File: config.mk
export PLATFORM = sky130hd
export DESIGN_NAME = alu32_with_flags
export DESIGN_NICKNAME = d
export VERILOG_FILES = /design/src/rtl/alu_pkg.sv /design/src/rtl/alu32_with_flags.sv /design/src/rtl/alu_ctrl.sv /design/src/rtl/alu_dp.sv
export SDC_FILE = /design/constraint.sdc
export NUM_CORES = 2
export LEC_CHECK = 0
export ABC_AREA = 1
export BUFFER_PORTS_ARGS = -buffer_cell sky130_fd_sc_hd__buf_2
export CAP_MARGIN = 10
export CORE_UTILIZATION = 40
export CTS_CLUSTER_DIAMETER = 60
export DETAILED_ROUTE_END_ITERATION = 10
export GPL_TIMING_DRIVEN = 0
export SLEW_MARGIN = 20
export SYNTH_ARGS = -nofsm -noshare
export SYNTH_HDL_FRONTEND = slang
export SYNTH_SLANG_ARGS = --single-unit
File: constraint.sdc
create_clock -name clk -period 7.3 [get_ports clk]
set_input_delay 0.73 -clock clk [delete_from_list [all_inputs] [get_ports clk]]
set_output_delay 0.73 -clock clk [all_outputs]
set_load 0.03 [all_outputs]
File: src/rtl/alu_pkg.sv
package alu_pkg;

	localparam int WORD_W = 32;
	localparam int SHAMT_W = 5;
	localparam int CNT_W = 5;
	localparam logic [CNT_W-1:0] DIV_LAST = CNT_W'(WORD_W - 1);

	localparam logic [3:0] OP_ADD = 4'd0;
	localparam logic [3:0] OP_AND = 4'd1;
	localparam logic [3:0] OP_OR  = 4'd2;
	localparam logic [3:0] OP_XOR = 4'd3;
	localparam logic [3:0] OP_SHR = 4'd4;
	localparam logic [3:0] OP_SHL = 4'd5;
	localparam logic [3:0] OP_NOT = 4'd6;
	localparam logic [3:0] OP_SUB = 4'd7;
	localparam logic [3:0] OP_CMP = 4'd8;
	localparam logic [3:0] OP_MUL = 4'd9;
	localparam logic [3:0] OP_ROL = 4'd10;
	localparam logic [3:0] OP_ROR = 4'd11;
	localparam logic [3:0] OP_DIV = 4'd12;
	localparam logic [3:0] OP_MOD = 4'd13;

	typedef struct packed {
		logic [3:0]        operation;
		logic [WORD_W-1:0] operand_a;
		logic [WORD_W-1:0] operand_b;
	} req_t;

	typedef struct packed {
		logic [WORD_W-1:0] result_word;
		logic              zero_flag;
		logic              negative_flag;
		logic              overflow_flag;
		logic              divide_fault;
		logic              bad_operation;
	} rsp_t;

	// controller to datapath
	typedef struct packed {
		logic load;
		logic div_step;
		logic out_load;
	} cmd_t;

	// datapath to controller
	typedef struct packed {
		logic div_go;
	} sts_t;

endpackage

File: src/rtl/alu32_with_flags.sv
// 32-bit alu with held zero, negative and overflow flags.
// request channel: req_valid / req_ready carry req (operation, operand_a,
// operand_b); a request is taken when both are high at a clock edge.
// response channel: rsp_valid / rsp_ready carry rsp (result word, the held
// flags after this operation, divide fault and bad operation marks).
// one request is worked on at a time. req_ready is high whenever the
// controller is idle, even while a finished response still waits in the
// output register.
// a taken request is registered and passes the decode state; its response
// is loaded in the done state. div and mod with a nonzero divisor pass the
// divide state in between: the restoring divider produces one quotient bit
// per cycle, 32 in all. a new request is taken only after the done state.
// division by zero and unknown codes return 0 with a fault or bad mark and
// keep the held flags as they were.
// if the receiver stalls, the response holds in the output register; a next
// request is taken and computed, then waits until the output register frees.
// reset clears the controller, the response valid and the held flags.
module alu32_with_flags (
	input  logic          clk,
	input  logic          arst_n,
	input  logic          req_valid,
	output logic          req_ready,
	input  alu_pkg::req_t req,
	output logic          rsp_valid,
	input  logic          rsp_ready,
	output alu_pkg::rsp_t rsp
);

	alu_pkg::cmd_t cmd;
	alu_pkg::sts_t sts;

	alu_ctrl u_ctrl (
		.clk       (clk),
		.arst_n    (arst_n),
		.req_valid (req_valid),
		.req_ready (req_ready),
		.rsp_valid (rsp_valid),
		.rsp_ready (rsp_ready),
		.sts       (sts),
		.cmd       (cmd)
	);

	alu_dp u_dp (
		.clk    (clk),
		.arst_n (arst_n),
		.req    (req),
		.cmd    (cmd),
		.sts    (sts),
		.rsp    (rsp)
	);

endmodule

File: src/rtl/alu_ctrl.sv
module alu_ctrl (
	input  logic          clk,
	input  logic          arst_n,
	input  logic          req_valid,
	output logic          req_ready,
	output logic          rsp_valid,
	input  logic          rsp_ready,
	input  alu_pkg::sts_t sts,
	output alu_pkg::cmd_t cmd
);

	localparam logic [1:0] ST_IDLE   = 2'd0;
	localparam logic [1:0] ST_DECODE = 2'd1;
	localparam logic [1:0] ST_DIV    = 2'd2;
	localparam logic [1:0] ST_DONE   = 2'd3;

	logic [1:0]                state_q;
	logic [alu_pkg::CNT_W-1:0] cnt_q;
	logic                      rsp_valid_q;
	logic                      accept;
	logic                      out_free;

	assign req_ready = (state_q == ST_IDLE);
	assign accept    = req_valid && req_ready;
	assign out_free  = !rsp_valid_q || rsp_ready;
	assign rsp_valid = rsp_valid_q;

	always_comb begin
		cmd.load     = accept;
		cmd.div_step = (state_q == ST_DIV);
		cmd.out_load = (state_q == ST_DONE) && out_free;
	end

	always_ff @(posedge clk or negedge arst_n) begin
		if (!arst_n) begin
			state_q     <= ST_IDLE;
			cnt_q       <= '0;
			rsp_valid_q <= 1'b0;
		end else begin
			unique case (state_q)
				ST_IDLE: begin
					if (accept) state_q <= ST_DECODE;
				end
				ST_DECODE: begin
					cnt_q <= '0;
					state_q <= sts.div_go ? ST_DIV : ST_DONE;
				end
				ST_DIV: begin
					cnt_q <= cnt_q + 1'b1;
					if (cnt_q == alu_pkg::DIV_LAST) state_q <= ST_DONE;
				end
				ST_DONE: begin
					if (out_free) state_q <= ST_IDLE;
				end
				default: state_q <= ST_IDLE;
			endcase
			if (cmd.out_load) begin
				rsp_valid_q <= 1'b1;
			end else if (rsp_ready) begin
				rsp_valid_q <= 1'b0;
			end
		end
	end

endmodule

File: src/rtl/alu_dp.sv
module alu_dp (
	input  logic          clk,
	input  logic          arst_n,
	input  alu_pkg::req_t req,
	input  alu_pkg::cmd_t cmd,
	output alu_pkg::sts_t sts,
	output alu_pkg::rsp_t rsp
);

	localparam int W = alu_pkg::WORD_W;

	logic [3:0]   op_q;
	logic [W-1:0] a_q;
	logic [W-1:0] b_q;
	logic [W-1:0] rem_q;
	logic [W-1:0] quo_q;
	logic [2:0]   held_q;
	alu_pkg::rsp_t rsp_q;

	logic [W:0]     shifted;
	logic [W:0]     trial;
	logic           b_zero;
	logic [W-1:0]   r;
	logic           v;
	logic           fault;
	logic           bad;
	logic [2*W-1:0] rol_w;
	logic [2*W-1:0] ror_w;
	logic [W-1:0]   sum;
	logic [W-1:0]   diff;
	logic [W-1:0]   prod;
	logic [alu_pkg::SHAMT_W-1:0] shamt;
	logic [2:0]     flags_next;

	assign b_zero = (b_q == '0);
	assign sts.div_go = ((op_q == alu_pkg::OP_DIV) || (op_q == alu_pkg::OP_MOD)) && !b_zero;

	// restoring division, one quotient bit a cycle
	assign shifted = {rem_q, quo_q[W-1]};
	assign trial   = shifted - {1'b0, b_q};

	always_ff @(posedge clk) begin
		if (cmd.load) begin
			op_q  <= req.operation;
			a_q   <= req.operand_a;
			b_q   <= req.operand_b;
			rem_q <= '0;
			quo_q <= req.operand_a;
		end else if (cmd.div_step) begin
			if (!trial[W]) begin
				rem_q <= trial[W-1:0];
				quo_q <= {quo_q[W-2:0], 1'b1};
			end else begin
				rem_q <= shifted[W-1:0];
				quo_q <= {quo_q[W-2:0], 1'b0};
			end
		end
	end

	assign shamt = b_q[alu_pkg::SHAMT_W-1:0];
	assign rol_w = {a_q, a_q} << shamt;
	assign ror_w = {a_q, a_q} >> shamt;
	assign sum   = a_q + b_q;
	assign diff  = a_q - b_q;
	assign prod  = a_q * b_q;

	always_comb begin
		r     = '0;
		v     = 1'b0;
		fault = 1'b0;
		bad   = 1'b0;
		unique case (op_q)
			alu_pkg::OP_ADD: begin
				r = sum;
				v = ~(a_q[W-1] ^ b_q[W-1]) & (a_q[W-1] ^ sum[W-1]);
			end
			alu_pkg::OP_AND: r = a_q & b_q;
			alu_pkg::OP_OR:  r = a_q | b_q;
			alu_pkg::OP_XOR: r = a_q ^ b_q;
			alu_pkg::OP_SHR: r = a_q >> shamt;
			alu_pkg::OP_SHL: r = a_q << shamt;
			alu_pkg::OP_NOT: r = ~a_q;
			alu_pkg::OP_SUB, alu_pkg::OP_CMP: begin
				r = diff;
				v = (a_q[W-1] ^ b_q[W-1]) & (a_q[W-1] ^ diff[W-1]);
			end
			alu_pkg::OP_MUL: r = prod;
			alu_pkg::OP_ROL: r = rol_w[2*W-1:W];
			alu_pkg::OP_ROR: r = ror_w[W-1:0];
			alu_pkg::OP_DIV: begin
				if (b_zero) fault = 1'b1;
				else r = quo_q;
			end
			alu_pkg::OP_MOD: begin
				if (b_zero) fault = 1'b1;
				else r = rem_q;
			end
			default: bad = 1'b1;
		endcase
	end

	// held flags: bit 0 zero, bit 1 negative, bit 2 overflow
	assign flags_next = (fault || bad) ? held_q : {v, r[W-1], (r == '0)};

	always_ff @(posedge clk or negedge arst_n) begin
		if (!arst_n) begin
			held_q <= '0;
		end else if (cmd.out_load) begin
			held_q <= flags_next;
		end
	end

	always_ff @(posedge clk) begin
		if (cmd.out_load) begin
			rsp_q.result_word   <= r;
			rsp_q.zero_flag     <= flags_next[0];
			rsp_q.negative_flag <= flags_next[1];
			rsp_q.overflow_flag <= flags_next[2];
			rsp_q.divide_fault  <= fault;
			rsp_q.bad_operation <= bad;
		end
	end

	assign rsp = rsp_q;

endmodule

==> flow_summary.toml <==
[run_status]
outcome = "finished, violations left"
violations = "negative setup slack"

[logic_synthesis]
synth_seq_cells = 180
netlist_top_cells_area = "fa_1 (23%), nand2_1 (17%), edfxtp_1 (11%), inv_1 (11%), ha_1 (8.8%)"
synth_top_area_cell = "fa_1"
yosys_warnings = 0
synthCells = 5458
synth_ff_type = "edfxtp_1"
async_reset_ff_frac = 0.0611
synth_edf_count = 137
synth_nets = 6198
seq_area_frac_synth = 0.138
synth.distinct_cells = 65
yosysTopAreaCellShare = 0.226
syn-cell-area_mm2 = 0.0365
synth.avg_cell_area_um2 = 6.68

[timing]
max_slew_margin = 0.125
finalClockSkew_ns = 0.0402
rsz0062_at_grt = "true"
setup_violations = 13
slew_violations = 0
fin_crit_sh = 1.12
fin_ws_ns = -0.858
timing_hold_violations_final = 0
finalCriticalPeriod_ns = 8.16
max_freq_mhz = 123
setup_tns_ns = -3.80
worstMarginPinSlew_ns = 1.30

[hold_path]
min_path_type = "input pin to asynchronous set/reset pin"

[routing]
via_count = 40188
post_drt_wl_per_cell_um = 30.4
drc = 0
via_per_inst = 5.77
drtIter0Drc = 4659
wirelength_um = 212000
dr.pass1.iters = 8
ant_nets = 0

[global_routing]
grt_busiest_layer = "met2"
grt_max_degree = 46
grt_pass1_wl_um = 287000
use_met1 = 0.528
overflow = 0
use_met3 = 0.103
use_met2 = 0.691
antenna_found_initial = 8
grt_pass1_vias = 38407
grt.total_usage = 0.446

[critical_path]
arrival_ns = 8.63
cp_common_cell = "fa_1"
r2r_slack_ns = -0.86
startpoint = "u_dp.b_q[7]$_DFFE_PP_"
crit_family = "adder cells"
crit_path_max_fanout = 10
crit_buf_inv = 6
rr_startpoint = "u_dp.b_q[7]$_DFFE_PP_"
start_kind = "flip-flop"
end_kind = "flip-flop"
cpMaxStageDelayCell = "fa_2"
reg2reg_to = "u_dp.held_q[0]$_DFFE_PN0P_"
criticalPathCategory = "flip-flop to flip-flop"
worstRegToRegCells = 33
cp_data_required_time_ns = 7.77
worst_path_largest_cell_delay_ns = 0.63

[placement]
port-buffer-count = 110
place.gp.congestion = 1.07
hpwl_um = 170000

[layout]
multiInputGateArea_mm2 = 0.0276
fillers = 9327
drive_gt1_frac = 0.144
ff_latch_area_mm2 = 0.00503
final_nets = 6517
area_growth_pct = 18.6

[floorplanning]
ios = 111
die_area_mm2 = 0.0924
die_h_um = 304
die_width_um = 304
core_mm2 = 0.0901
start_util = 0.405
num_rows = 110

[clock_tree]
cts_tree = "built"
cts_sinks = 180
clk_path_buf_depth = 2
htreeDepth = 4
clock_latency_ns = 0.55
cts_root_buf = "clkbuf_16"
clk_pin_slew_ns = 0.09
cts_buffers = 17

[flow_run]
max_cap_violations = 0
-- metal layers --
layer | share of wire | wire (µm)
met1 | 0.36 | 76100
met2 | 0.43 | 91400
met3 | 0.10 | 22200
met4 | 0.10 | 22000
met5 | 0.00036 | 77
-- area by class of cell --
| class | instances | area share |
|---|---|---|
| multi-input combinational | 3936 | 0.638 |
| sequential | 180 | 0.116 |
| inverter | 1081 | 0.0941 |
| timing repair buffer | 312 | 0.0558 |
| buffer | 249 | 0.0480 |
| tap | 1176 | 0.0340 |
| clock buffer | 19 | 0.0100 |
| clock inverter | 13 | 0.00335 |
| antenna | 1 | 0.0000578 |
-- Yosys cell counts (35+ instances only) --
cell / n
o22ai_1: 55
clkbuf_1: 128
fa_1: 411
ha_1: 257
nand2_1: 1630
o211ai_1: 35
a21oi_1: 226
nor3_1: 40
buf_2: 65
nor2_1: 335
nand3_1: 356
edfxtp_1: 137
o21ai_0: 272
o21ai_1: 52
nand4_1: 56
buf_1: 49
inv_1: 1071
-- metrics by stage --
stage               setup WS (ns)  utilization  cells  area [µm²]  hold slack (ns)
CTS                        -0.841        0.460   6874       41500           0.0522
finish                     -0.858        0.480   6967       43300           0.0582
global route               -0.872        0.480   6967       43300           0.0757
detailed placement          -3.42        0.428   6748       38600            0.473
global placement            -3.55        0.427   6744       38500            0.469
floorplan                0.000262            -   5458       36500            0.434
-- state kept, by name, indices dropped and copies added (netlist names) --
signal and count:
u_dp.a_q 32, u_dp.op_q 4, u_dp.rsp 37, u_ctrl.state_q 2, u_dp.quo_q 32, u_dp.rem_q 32, u_dp.b_q 32, u_dp.held_q 3
u_ctrl.rsp_valid 1, u_ctrl.cnt_q 5
-- logic make-up after synthesis --
group | synth area share
flops | 0.138
mux | 0.00196
fa+ha+maj | 0.314
buf+inv | 0.143
simple gates | 0.278
compound gates | 0.114
xor+xnor | 0.0106
-- how the worst max path moves through the flow --
stage	to	cells after the start
floorplan	u_dp.held_q[0]$_DFFE_PN0P_	36
global placement	u_dp.held_q[0]$_DFFE_PN0P_	33
detailed placement	u_dp.held_q[0]$_DFFE_PN0P_	33
CTS	u_dp.held_q[0]$_DFFE_PN0P_	34
global route	u_dp.held_q[0]$_DFFE_PN0P_	36
finish	u_dp.held_q[0]$_DFFE_PN0P_	33
-- cell usage in the layout, fill, tap and decap left out, types with 16 or more instances in the layout --
cell type / instances
buf_2: 171
clkbuf_16: 27
nand3_1: 329
edfxtp_1: 137
nor2_1: 303
ha_4: 21
nand4_1: 56
xor2_1: 32
fa_2: 38
buf_12: 26
o211ai_1: 35
a21oi_1: 202
nand2_4: 22
dfxtp_1: 32
o21ai_1: 58
inv_1: 1027
o21ai_0: 251
nand2_2: 32
nand2_1: 1578
buf_8: 20
nor3_1: 31
buf_6: 59
inv_2: 44
o22ai_1: 55
ha_1: 232
buf_1: 16
nor2_4: 21
nand3b_1: 16
fa_1: 373
clkbuf_1: 52
buf_4: 177
-- what timing repair did --
item                       CTS  global route
resized for setup          465           344
cloned                       3             4
hold buffers                 0             0
pin swaps                   88           196
buffers inserted            94            98
setup endpoints to repair   31            25
Power is not shown: default switching activity piles up to over one toggle a cycle in this logic, so the estimate is an artifact.
